### src/rtl/core/sfmp_pkg.sv
// Shared constants, command and kind codes, and port structs for the field mask packer.
package sfmp_pkg;

  // Table geometry
  localparam int NUM_FIELDS  = 32;
  localparam int IDX_W       = $clog2(NUM_FIELDS);
  localparam int BLOCK_BITS  = 32;
  localparam int BLOCK_SHIFT = $clog2(BLOCK_BITS);
  localparam int NUM_BLOCKS  = (NUM_FIELDS + BLOCK_BITS - 1) / BLOCK_BITS;
  localparam int BLK_IDX_W   = (NUM_BLOCKS > 1) ? $clog2(NUM_BLOCKS) : 1;
  localparam int MASK_W      = NUM_BLOCKS * BLOCK_BITS;

  // Item field widths
  localparam int CMD_W   = 3;
  localparam int FIDX_W  = 6;
  localparam int VALUE_W = 64;
  localparam int LANE_W  = 2;
  localparam int WORD_W  = 32;
  localparam int KIND_W  = 2;

  // Table size at the width of an incoming index, plus one bit for the pair check
  localparam logic [FIDX_W:0] NUM_FIELDS_EXT = (FIDX_W + 1)'(NUM_FIELDS);

  localparam logic [WORD_W-1:0] BYTE_MASK = 32'hFF;

  // Command codes
  localparam logic [CMD_W-1:0] CMD_CLEAR    = 3'd0;
  localparam logic [CMD_W-1:0] CMD_SET_WORD = 3'd1;
  localparam logic [CMD_W-1:0] CMD_SET_PAIR = 3'd2;
  localparam logic [CMD_W-1:0] CMD_SET_BYTE = 3'd3;
  localparam logic [CMD_W-1:0] CMD_EMIT     = 3'd4;

  // Result kinds
  localparam logic [KIND_W-1:0] KIND_COUNT = 2'd0;
  localparam logic [KIND_W-1:0] KIND_MASK  = 2'd1;
  localparam logic [KIND_W-1:0] KIND_VALUE = 2'd2;

  // Field RAM write port
  typedef struct packed {
    logic              we;
    logic [IDX_W-1:0]  addr;
    logic [WORD_W-1:0] data;
  } ram_wr_t;

  // Field RAM read port
  typedef struct packed {
    logic             re;
    logic [IDX_W-1:0] addr;
  } ram_rd_t;

  // Load request into the result register
  typedef struct packed {
    logic              load;
    logic [WORD_W-1:0] word;
    logic [KIND_W-1:0] kind;
    logic              last;
  } out_ld_t;

endpackage

### src/rtl/core/sfmp_cmd_if.sv
// Command channel: valid/ready handshake carrying one command item.
interface sfmp_cmd_if;
  import sfmp_pkg::*;

  logic               valid;
  logic               ready;
  logic [CMD_W-1:0]   cmd;
  logic [FIDX_W-1:0]  field_index;
  logic [VALUE_W-1:0] value;
  logic [LANE_W-1:0]  byte_lane;

  modport source (output valid, output cmd, output field_index, output value,
                  output byte_lane, input ready);
  modport sink (input valid, input cmd, input field_index, input value,
                input byte_lane, output ready);

endinterface

### src/rtl/core/sfmp_res_if.sv
// Result channel: valid/ready handshake carrying one result item.
interface sfmp_res_if;
  import sfmp_pkg::*;

  logic              valid;
  logic              ready;
  logic [WORD_W-1:0] word;
  logic [KIND_W-1:0] kind;
  logic              last;

  modport source (output valid, output word, output kind, output last, input ready);
  modport sink (input valid, input word, input kind, input last, output ready);

endinterface

### src/rtl/core/sfmp_field_ram.sv
// Field word RAM: one write port, one read port with registered read data.
module sfmp_field_ram (
  input  logic                              clk,
  input  sfmp_pkg::ram_wr_t                 wr,
  input  sfmp_pkg::ram_rd_t                 rd,
  output logic [sfmp_pkg::WORD_W-1:0]       rdata
);
  import sfmp_pkg::*;

  logic [WORD_W-1:0] mem [NUM_FIELDS];

  // Write the addressed entry
  always_ff @(posedge clk) begin
    if (wr.we) begin
      mem[wr.addr] <= wr.data;
    end
  end

  // Registered read of the addressed entry
  always_ff @(posedge clk) begin
    if (rd.re) begin
      rdata <= mem[rd.addr];
    end
  end

endmodule

### src/rtl/core/sfmp_emit_out.sv
// Result holding register: takes a load when empty or draining, holds it under stall.
module sfmp_emit_out (
  input  logic              clk,
  input  logic              rst,
  input  sfmp_pkg::out_ld_t ld,
  output logic              free,
  sfmp_res_if.source        results
);
  import sfmp_pkg::*;

  logic              valid;
  logic [WORD_W-1:0] word;
  logic [KIND_W-1:0] kind;
  logic              last;

  // Room for a new item this cycle
  assign free = !valid || results.ready;

  // Track occupancy
  always_ff @(posedge clk) begin
    if (rst) begin
      valid <= 1'b0;
    end else if (ld.load) begin
      valid <= 1'b1;
    end else if (results.ready) begin
      valid <= 1'b0;
    end
  end

  // Capture the payload
  always_ff @(posedge clk) begin
    if (ld.load) begin
      word <= ld.word;
      kind <= ld.kind;
      last <= ld.last;
    end
  end

  assign results.valid = valid;
  assign results.word  = word;
  assign results.kind  = kind;
  assign results.last  = last;

endmodule

### src/rtl/core/sparse_field_mask_packer_core.sv
// Top level of the field mask packer: command sequencer, set flags and emit walk.
//
//   channel   dir  payload                                  handshake
//   cmds      in   cmd, field_index, value, byte_lane       valid / ready
//   results   out  word, kind, last                         valid / ready
//
// One command at a time. Clear, set word and ignored commands complete on acceptance; set pair makes
// two writes on one RAM write port; set byte does a RAM read, then merges and writes back.
// Emit accepts, loads the count and mask items, reads and then loads each set field (RAM read
// latency), and steps over each unset field below the highest set index.
// Synchronous reset clears set flags and the highest-index tracker; an entry without its set
// flag reads as zero. A results stall holds the walk; the output register reloads as it drains.
module sparse_field_mask_packer_core (
  input  logic       clk,
  input  logic       rst,
  sfmp_cmd_if.sink   cmds,
  sfmp_res_if.source results
);
  import sfmp_pkg::*;

  localparam logic [2:0] ST_IDLE    = 3'd0;
  localparam logic [2:0] ST_PAIR_HI = 3'd1;
  localparam logic [2:0] ST_BYTE_WR = 3'd2;
  localparam logic [2:0] ST_COUNT   = 3'd3;
  localparam logic [2:0] ST_MASK    = 3'd4;
  localparam logic [2:0] ST_SCAN    = 3'd5;
  localparam logic [2:0] ST_VAL     = 3'd6;

  logic [2:0]            state, state_next;
  logic [NUM_FIELDS-1:0] field_valid, field_valid_next;
  logic [IDX_W-1:0]      top_index, top_index_next;
  logic                  any_set, any_set_next;
  logic [IDX_W-1:0]      ptr, ptr_next;
  logic [BLK_IDX_W-1:0]  blk, blk_next;
  logic [WORD_W-1:0]     hold_word, hold_word_next;
  logic [LANE_W-1:0]     hold_lane, hold_lane_next;

  ram_wr_t           wr;
  ram_rd_t           rd;
  out_ld_t           ld;
  logic [WORD_W-1:0] rdata;
  logic              out_free;

  logic              accept;
  logic              idx_ok;
  logic              pair_ok;
  logic [IDX_W-1:0]  in_addr;
  logic              mark_en;
  logic [IDX_W-1:0]  mark_idx;
  logic [BLK_IDX_W-1:0] top_blk;
  logic [MASK_W-1:0] valid_pad;
  logic [WORD_W-1:0] old_word;
  logic [WORD_W-1:0] merged_word;
  logic [4:0]        lane_shift;

  sfmp_field_ram u_ram (
    .clk   (clk),
    .wr    (wr),
    .rd    (rd),
    .rdata (rdata)
  );

  sfmp_emit_out u_out (
    .clk     (clk),
    .rst     (rst),
    .ld      (ld),
    .free    (out_free),
    .results (results)
  );

  // Decode the incoming item
  assign cmds.ready = (state == ST_IDLE);
  assign accept     = cmds.valid && cmds.ready;
  assign idx_ok     = {1'b0, cmds.field_index} < NUM_FIELDS_EXT;
  assign pair_ok    = ({1'b0, cmds.field_index} + 7'd1) < NUM_FIELDS_EXT;
  assign in_addr    = IDX_W'(cmds.field_index);

  // Mask words and the last block index
  assign top_blk   = BLK_IDX_W'(top_index >> BLOCK_SHIFT);
  assign valid_pad = MASK_W'(field_valid);

  // Merge one byte into the stored word; an unset entry counts as zero
  assign old_word    = field_valid[ptr] ? rdata : '0;
  assign lane_shift  = {hold_lane, 3'b000};
  assign merged_word = (old_word & ~(BYTE_MASK << lane_shift)) | (hold_word << lane_shift);

  // Sequence commands and the emit walk
  always_comb begin
    state_next       = state;
    field_valid_next = field_valid;
    top_index_next   = top_index;
    any_set_next     = any_set;
    ptr_next         = ptr;
    blk_next         = blk;
    hold_word_next   = hold_word;
    hold_lane_next   = hold_lane;
    wr               = '0;
    rd               = '0;
    ld               = '0;
    mark_en          = 1'b0;
    mark_idx         = ptr;

    case (state)
      ST_IDLE: begin
        if (accept) begin
          case (cmds.cmd)
            CMD_CLEAR: begin
              field_valid_next = '0;
              top_index_next   = '0;
              any_set_next     = 1'b0;
            end
            CMD_SET_WORD: begin
              if (idx_ok) begin
                wr       = '{we: 1'b1, addr: in_addr, data: cmds.value[WORD_W-1:0]};
                mark_en  = 1'b1;
                mark_idx = in_addr;
              end
            end
            CMD_SET_PAIR: begin
              if (pair_ok) begin
                wr             = '{we: 1'b1, addr: in_addr, data: cmds.value[WORD_W-1:0]};
                mark_en        = 1'b1;
                mark_idx       = in_addr;
                ptr_next       = in_addr + IDX_W'(1);
                hold_word_next = cmds.value[VALUE_W-1:WORD_W];
                state_next     = ST_PAIR_HI;
              end
            end
            CMD_SET_BYTE: begin
              if (idx_ok) begin
                rd             = '{re: 1'b1, addr: in_addr};
                ptr_next       = in_addr;
                hold_word_next = WORD_W'(cmds.value[7:0]);
                hold_lane_next = cmds.byte_lane;
                state_next     = ST_BYTE_WR;
              end
            end
            CMD_EMIT: begin
              state_next = ST_COUNT;
            end
            default: begin
            end
          endcase
        end
      end
      ST_PAIR_HI: begin
        wr         = '{we: 1'b1, addr: ptr, data: hold_word};
        mark_en    = 1'b1;
        mark_idx   = ptr;
        state_next = ST_IDLE;
      end
      ST_BYTE_WR: begin
        wr         = '{we: 1'b1, addr: ptr, data: merged_word};
        mark_en    = 1'b1;
        mark_idx   = ptr;
        state_next = ST_IDLE;
      end
      ST_COUNT: begin
        if (out_free) begin
          ld.load  = 1'b1;
          ld.word  = any_set ? (WORD_W'(top_blk) + 32'd1) : '0;
          ld.kind  = KIND_COUNT;
          ld.last  = !any_set;
          blk_next = '0;
          state_next = any_set ? ST_MASK : ST_IDLE;
        end
      end
      ST_MASK: begin
        if (out_free) begin
          ld.load = 1'b1;
          ld.word = valid_pad[blk * BLOCK_BITS +: BLOCK_BITS];
          ld.kind = KIND_MASK;
          ld.last = 1'b0;
          if (blk == top_blk) begin
            ptr_next   = '0;
            state_next = ST_SCAN;
          end else begin
            blk_next = blk + BLK_IDX_W'(1);
          end
        end
      end
      ST_SCAN: begin
        if (field_valid[ptr]) begin
          if (out_free) begin
            rd         = '{re: 1'b1, addr: ptr};
            state_next = ST_VAL;
          end
        end else begin
          ptr_next = ptr + IDX_W'(1);
        end
      end
      ST_VAL: begin
        ld.load = 1'b1;
        ld.word = rdata;
        ld.kind = KIND_VALUE;
        ld.last = (ptr == top_index);
        if (ptr == top_index) begin
          state_next = ST_IDLE;
        end else begin
          ptr_next   = ptr + IDX_W'(1);
          state_next = ST_SCAN;
        end
      end
      default: begin
        state_next = ST_IDLE;
      end
    endcase

    // Flag a written field and advance the highest set index
    if (mark_en) begin
      field_valid_next[mark_idx] = 1'b1;
      if (!any_set || (mark_idx > top_index)) begin
        top_index_next = mark_idx;
      end
      any_set_next = 1'b1;
    end
  end

  // Control state
  always_ff @(posedge clk) begin
    if (rst) begin
      state       <= ST_IDLE;
      field_valid <= '0;
      top_index   <= '0;
      any_set     <= 1'b0;
    end else begin
      state       <= state_next;
      field_valid <= field_valid_next;
      top_index   <= top_index_next;
      any_set     <= any_set_next;
    end
  end

  // Walk pointers and held operands
  always_ff @(posedge clk) begin
    ptr       <= ptr_next;
    blk       <= blk_next;
    hold_word <= hold_word_next;
    hold_lane <= hold_lane_next;
  end

  // A load never lands on a held result
  a_load_free: assert property (@(posedge clk) disable iff (rst)
    ld.load |-> out_free)
    else $error("result register loaded while full");

  // An empty table has no set flags
  a_empty_clear: assert property (@(posedge clk) disable iff (rst)
    !any_set |-> (field_valid == '0))
    else $error("set flag present with empty table");

  // The highest set index is itself set
  a_top_set: assert property (@(posedge clk) disable iff (rst)
    any_set |-> field_valid[top_index])
    else $error("highest index not flagged");

  // Value output follows a RAM read
  a_val_read: assert property (@(posedge clk) disable iff (rst)
    (state == ST_VAL) |-> $past(rd.re))
    else $error("value emitted without a RAM read");

endmodule

### src/flat_wrapper.sv
// flat-port wrapper written by rule: the top's interface ports become plain ports
module sparse_field_mask_packer_core_flat import sfmp_pkg::*;
  (clk, rst, cmds_valid, cmds_cmd, cmds_field_index, cmds_value, cmds_byte_lane, cmds_ready, results_valid, results_word, results_kind, results_last, results_ready);
  sfmp_cmd_if cmds_i ();
  sfmp_res_if results_i ();
  input  logic clk;
  input  logic rst;
  input wire logic [$bits(cmds_i.valid)-1:0] cmds_valid;
  input wire logic [$bits(cmds_i.cmd)-1:0] cmds_cmd;
  input wire logic [$bits(cmds_i.field_index)-1:0] cmds_field_index;
  input wire logic [$bits(cmds_i.value)-1:0] cmds_value;
  input wire logic [$bits(cmds_i.byte_lane)-1:0] cmds_byte_lane;
  output wire logic [$bits(cmds_i.ready)-1:0] cmds_ready;
  output wire logic [$bits(results_i.valid)-1:0] results_valid;
  output wire logic [$bits(results_i.word)-1:0] results_word;
  output wire logic [$bits(results_i.kind)-1:0] results_kind;
  output wire logic [$bits(results_i.last)-1:0] results_last;
  input wire logic [$bits(results_i.ready)-1:0] results_ready;
  assign cmds_i.valid = cmds_valid;
  assign cmds_i.cmd = cmds_cmd;
  assign cmds_i.field_index = cmds_field_index;
  assign cmds_i.value = cmds_value;
  assign cmds_i.byte_lane = cmds_byte_lane;
  assign cmds_ready = cmds_i.ready;
  assign results_valid = results_i.valid;
  assign results_word = results_i.word;
  assign results_kind = results_i.kind;
  assign results_last = results_i.last;
  assign results_i.ready = results_ready;
  sparse_field_mask_packer_core u_core (.clk(clk), .rst(rst), .cmds(cmds_i), .results(results_i));
endmodule
### config.mk
export PLATFORM = sky130hd
export DESIGN_NAME = sparse_field_mask_packer_core_flat
export DESIGN_NICKNAME = d
export VERILOG_FILES = /design/src/rtl/core/sfmp_pkg.sv /design/src/rtl/core/sfmp_cmd_if.sv /design/src/rtl/core/sfmp_res_if.sv /design/src/rtl/core/sfmp_field_ram.sv /design/src/rtl/core/sfmp_emit_out.sv /design/src/rtl/core/sparse_field_mask_packer_core.sv /design/src/flat_wrapper.sv
export SDC_FILE = /design/constraint.sdc
export NUM_CORES = 1
export LEC_CHECK = 0
export BUFFER_PORTS_ARGS = -buffer_cell sky130_fd_sc_hd__buf_2
export CAP_MARGIN = 5
export CORE_ASPECT_RATIO = 0.9
export CORE_MARGIN = 8
export CORE_UTILIZATION = 50
export DETAILED_ROUTE_END_ITERATION = 16
export PLACE_DENSITY = 0.66
export RECOVER_POWER = 50
export SLEW_MARGIN = 20
export SYNTH_ARGS = -nofsm -noshare
export SYNTH_HDL_FRONTEND = slang
export SYNTH_HIERARCHICAL = 1
export SYNTH_SLANG_ARGS = --single-unit
### constraint.sdc
create_clock -name clk -period 7.35 [get_ports clk]
set_input_delay 1.47 -clock clk [delete_from_list [all_inputs] [get_ports clk]]
set_output_delay 1.47 -clock clk [all_outputs]
set_load 0.01 [all_outputs]
### Word level (Yosys, flattened, before mapping)

Memory sizes are Yosys's and may differ from the RTL's. A register that Yosys moved wholly into a read port is not among the register bits.
Cells that the tools add are included.
Widths: inputs -> output; s select.

| storage, ports and cells | value |
|---|---|
| input bits | 79 |
| flip-flop bits (word level) | 117 |
| memories | 1 |
| bits in writable memories | 1024 |
| output and inout port bits | 37 |
| word-level logic and storage cells | 151 |

Memories:

| memory | words | width | read ports | clocked after Yosys merged registers in | write ports | RTL line | text |
|---|---|---|---|---|---|---|---|
| u_core.u_ram.mem | 32 | 32 | 1 | 1 | 1 | sfmp_field_ram.sv:10 | `logic [WORD_W-1:0] mem [NUM_FIELDS];` |

| operators by class | value |
|---|---|
| bitwise logic cells | 4 |
| order comparisons | 6 |
| add/subtract/negate cells | 4 |
| shift operators | 3 |
| eq/ne operators | 25 |
| reduce and logical (&&, ||, !) cells | 22 |
| mux-type cells | 74 |

Operators with widths:

| operator | count |
|---|---|
| $mux 32 | 7 |
| $mux 38 | 3 |
| $pmux 38 s3 | 1 |
| $pmux 36 s3 | 1 |
| $pmux 38 s2 | 1 |
| $mux 5 | 15 |
| $mux 36 | 2 |
| $or 32x32->32 | 2 |
| $pmux 32 s2 | 1 |
| $and 32x32->32 | 1 |
| $not 32->32 | 1 |
| $shiftx 32x7->32 | 1 |
| $shl 32x5->32 | 1 |
| $shl 8x5->32 const A | 1 |
| $mux 3 | 10 |
| $mux 6 | 5 |
| $pmux 5 s2 | 2 |
| $pmux 5 s4 | 1 |
| $mux 1 | 17 |
| $pmux 3 s5 | 1 |
| $eq 3x2->1 const B | 4 |
| $eq 3x3->1 const B | 4 |
| $lt 5x6->1 const B | 2 |
| $ne 2x1->1 const B | 6 |
| 29 further kinds | 48 |

### Logic depth before layout (Yosys ltp)

| depth | value |
|---|---|
| depth after elaboration | 12 |
| depth in mapped cells | 17 |

### By module

Netlist, hierarchy kept.

Modules (own cells, without submodules):

| module | cells each | seq. area each (um2) | times used | area an instance (um2) |
|---|---|---|---|---|
| sfmp_field_ram | 2260 | 31710.4 | 1 | 40812.9 |
| sparse_field_mask_packer_core | 695 | 1991.9 | 1 | 5849.4 |
| sfmp_emit_out | 39 | 1071.0 | 1 | 1097.3 |

### Least setup slack after synthesis

No wires, ideal clock.

| timing | value |
|---|---|
| path type | input port to flip-flop |
| start | input cmds_cmd[0] |
| end | memory u_core.u_ram.mem[19][0], enable pin |
| path buffers | 2 |
| arrival | 5.256 ns |
| required time | 6.929 ns |
| slack | 1.672 ns |
| cell stages on the path | 9 |
| cell sequence | clkbuf_1 -> or3b_2 -> o21bai_1 -> a21oi_2 -> clkbuf_1 -> nand2_1 -> a21oi_1 -> or3b_2 -> nor2_1 |

RTL lines:

| element | RTL line | text |
|---|---|---|
| start, declared | flat_wrapper.sv:9 | `input wire logic [$bits(cmds_i.cmd)-1:0] cmds_cmd;` |
| end, declared | sfmp_field_ram.sv:10 |  |

==> impl_metrics.env <==
export IMPL_final_cell_mix="edfxtp_1, mux2i_1, nand2_1"
export IMPL_die_h_um=309
export IMPL_rows=107
export IMPL_syn_num_nets=3080
export IMPL_finalMaxSlewViolations=923
export IMPL_synth_edf_count=1130
export IMPL_wl_per_cell_um=28.5
export IMPL_viasPerCell=6.26
export IMPL_cp_arrival_ns=6.33
export IMPL_worstPathRequired_ns=7.57
export IMPL_grt_usage_pct=23.6
export IMPL_cp_start_kind="flip-flop"
export IMPL_ctsHoldBuffers=0
export IMPL_power_per_cell_area_nw_per_um2=260
export IMPL_fin_util_pct=56.7
export IMPL_multi_input_area_sq_um=12200
export IMPL_drc=0
export IMPL_place_hpwl_um=81400
export IMPL_fin_cells=4489
export IMPL_die_x_um=342
export IMPL_initial_core_util_pct=50.5
export IMPL_seqCellArea_sq_um=34800
export IMPL_yosys_warnings=6
export IMPL_setup_viol=0
export IMPL_avgSynthCellArea_sq_um=16.0
export IMPL_port_buffers=115
export IMPL_fmax_ghz=0.164
export IMPL_critical_path_class="flip-flop to flip-flop"
export IMPL_outcome="finished, violations left"
export IMPL_dieArea_sq_um=106000
export IMPL_yosysTopAreaCell="edfxtp_1"
export IMPL_grt_pass1_wl_um=186000
export IMPL_violations="max-capacitance violations, max-slew violations"
export IMPL_endpoint_kind="flip-flop"
export IMPL_whs_ns=0.489
export IMPL_worstSkewPairLatency_ns=0.72
export IMPL_first_iter_violations=3581
export IMPL_leakagePower_nw=17.0
export IMPL_worst_pin_slew_ns=3.51
export IMPL_syn_inst=2994
export IMPL_grt_max_degree=95
export IMPL_fin_crit_sh_pct=83.1
export IMPL_fin_total_pwr_mw=14.0
export IMPL_area_delta_synth_final_pct=12.4
export IMPL_cts_resized_gates=0
export IMPL_yosysSeqAreaShare_pct=72.8
export IMPL_postRouteAntennaNets=0
export IMPL_post_cts_setup_buffers=0
export IMPL_firstDrtPassIters=6
export IMPL_cts_htree_levels=3
export IMPL_antenna_found_initial=1
export IMPL_hold_path_class="flip-flop to flip-flop"
export IMPL_relSlewSlack_pct=-134
export IMPL_wl_um=128000
export IMPL_final_common_cell="edfxtp_1"
export IMPL_num_vias=28095
export IMPL_synth_top_cell_area_share_pct=71.0
export IMPL_path_clk_slew_ns=0.07
export IMPL_gp_congestion=0.952
export IMPL_hold_violations=0
export IMPL_synthFlopType="edfxtp_1"
export IMPL_syn_area_sq_um=47800
export IMPL_grt_pass1_vias=27023
export IMPL_fill_cells=7238
export IMPL_numCtsBuffers=115
export IMPL_drv_cap=29
export IMPL_clock_skew_ns=0.0576
export IMPL_crit_fanout=32
export IMPL_io_pin_count=116
export IMPL_design_core_area_sq_um=94700
export IMPL_cts_root_buffer="clkbuf_16"
export IMPL_ys_types=64
export IMPL_overflow=0
export IMPL_vdd_ir_drop_max_mv=0.213
export IMPL_drive_above_1_share_pct=11.5
export IMPL_fin_crit_ns=6.10
export IMPL_yosys_top_cells_area="edfxtp_1, mux2i_1, a22o_1, dfxtp_1, nand2_1"
export IMPL_placed_cells=4269
export IMPL_cts_tree="built"
export IMPL_fin_nets=3224
export IMPL_ys_ff_latch=1172
export IMPL_cts_buffer_depth=3
export IMPL_clock_sinks=1172
export IMPL_rsz0062_at_grt="false"
export IMPL_fin_tns_setup_ns=0
export IMPL_async_flop_share_pct=0
==> cell type report <==
cell class / count / area share, %
Timing Repair Buffer: 217 / 2.64
Tap cell: 1253 / 2.92
Clock inverter: 77 / 1.39
Multi-Input combinational cell: 1615 / 22.6
Clock buffer: 136 / 5.51
Sequential cell: 1172 / 64.8
Inverter: 17 / 0.119
Antenna cell: 2 / 0.00932
==> routing by layer <==
layer	wire length, um	global-route usage, %	part of all wire (%)
met5	0	0	0
met4	3250	5.97	2.5
met3	14000	5.40	11
met2	55300	34.4	43
met1	55500	35.8	43
==> cell usage after synthesis (all sizes together), types with 11 or more instances <==
| master | instances |
|---|---|
| nor2b | 18 |
| dfxtp | 42 |
| edfxtp | 1130 |
| a221o | 25 |
| nor4 | 11 |
| a21oi | 127 |
| a31oi | 39 |
| buf | 108 |
| nand3 | 109 |
| nor2 | 60 |
| a22oi | 98 |
| mux2i | 539 |
| and2 | 31 |
| a22o | 117 |
| clkbuf | 82 |
| nor3 | 54 |
| o21ai | 58 |
| nand2 | 200 |
| a21o | 11 |
| inv | 17 |
==> power by group <==
part	switching (mW)	internal [mW]	leakage, nW
registers	0.0366	7.50	11.0
logic	0.529	0.168	4.15
clock network	2.49	3.26	1.81
==> cells by family (layout without fill, tap and decap cells) <==
group	Yosys count	in the layout	synth area share, %
fa+ha+maj	7	7	0.183
simple gates	528	528	5.32
other cells	0	2	0
mux	543	543	11.4
xor+xnor	9	9	0.165
compound gates	528	528	7.81
buf+inv	207	447	2.30
flops	1172	1172	72.8
==> critical path, cell delays in order (launching register included) <==
cell and delay [ns]:
edfxtp_1 0.61, clkbuf_1 0.96, mux2i_1 0.27, a211oi_1 0.30, o211ai_1 0.12, and4_1 0.37, nor2b_1 0.40, or2_0 2.54
==> per-stage QoR <==
stage	instance area (sq um)	setup slack, ns
finish	53700	1.25
global route	53700	1.00
CTS	53800	1.96
detailed placement	50100	1.79
global placement	50100	1.85
floorplan	47800	1.67
==> state kept, by name, summed over array words and instances (netlist names) <==
name	count
u_core/hold_word	32
u_core/u_out/results.word	32
u_core/u_ram/rdata	32
u_core/state	3
u_core/u_out/results.valid	1
u_core/any_set	1
u_core/u_out/results.last	1
u_core/top_index	5
u_core/ptr	5
u_core/field_valid	32
u_core/u_ram/mem	1024
u_core/u_out/results.kind	2
u_core/hold_lane	2
==> worst paths after layout <==
path / end / startpoint / slack (ns) / depth (start not counted)
max reg2reg: u_core/u_ram/rdata[26]$_DFFE_PP_ / u_core/ptr[2]$_DFFE_PP_ / 1.25 / 7
max: u_core/u_ram/rdata[26]$_DFFE_PP_ / u_core/ptr[2]$_DFFE_PP_ / 1.25 / 7
min reg2reg: u_core/field_valid[9]$_SDFF_PP0_ / u_core/field_valid[9]$_SDFF_PP0_ / 0.49 / 2
min: u_core/field_valid[9]$_SDFF_PP0_ / u_core/field_valid[9]$_SDFF_PP0_ / 0.49 / 2
(Power assumes the default switching activity.)
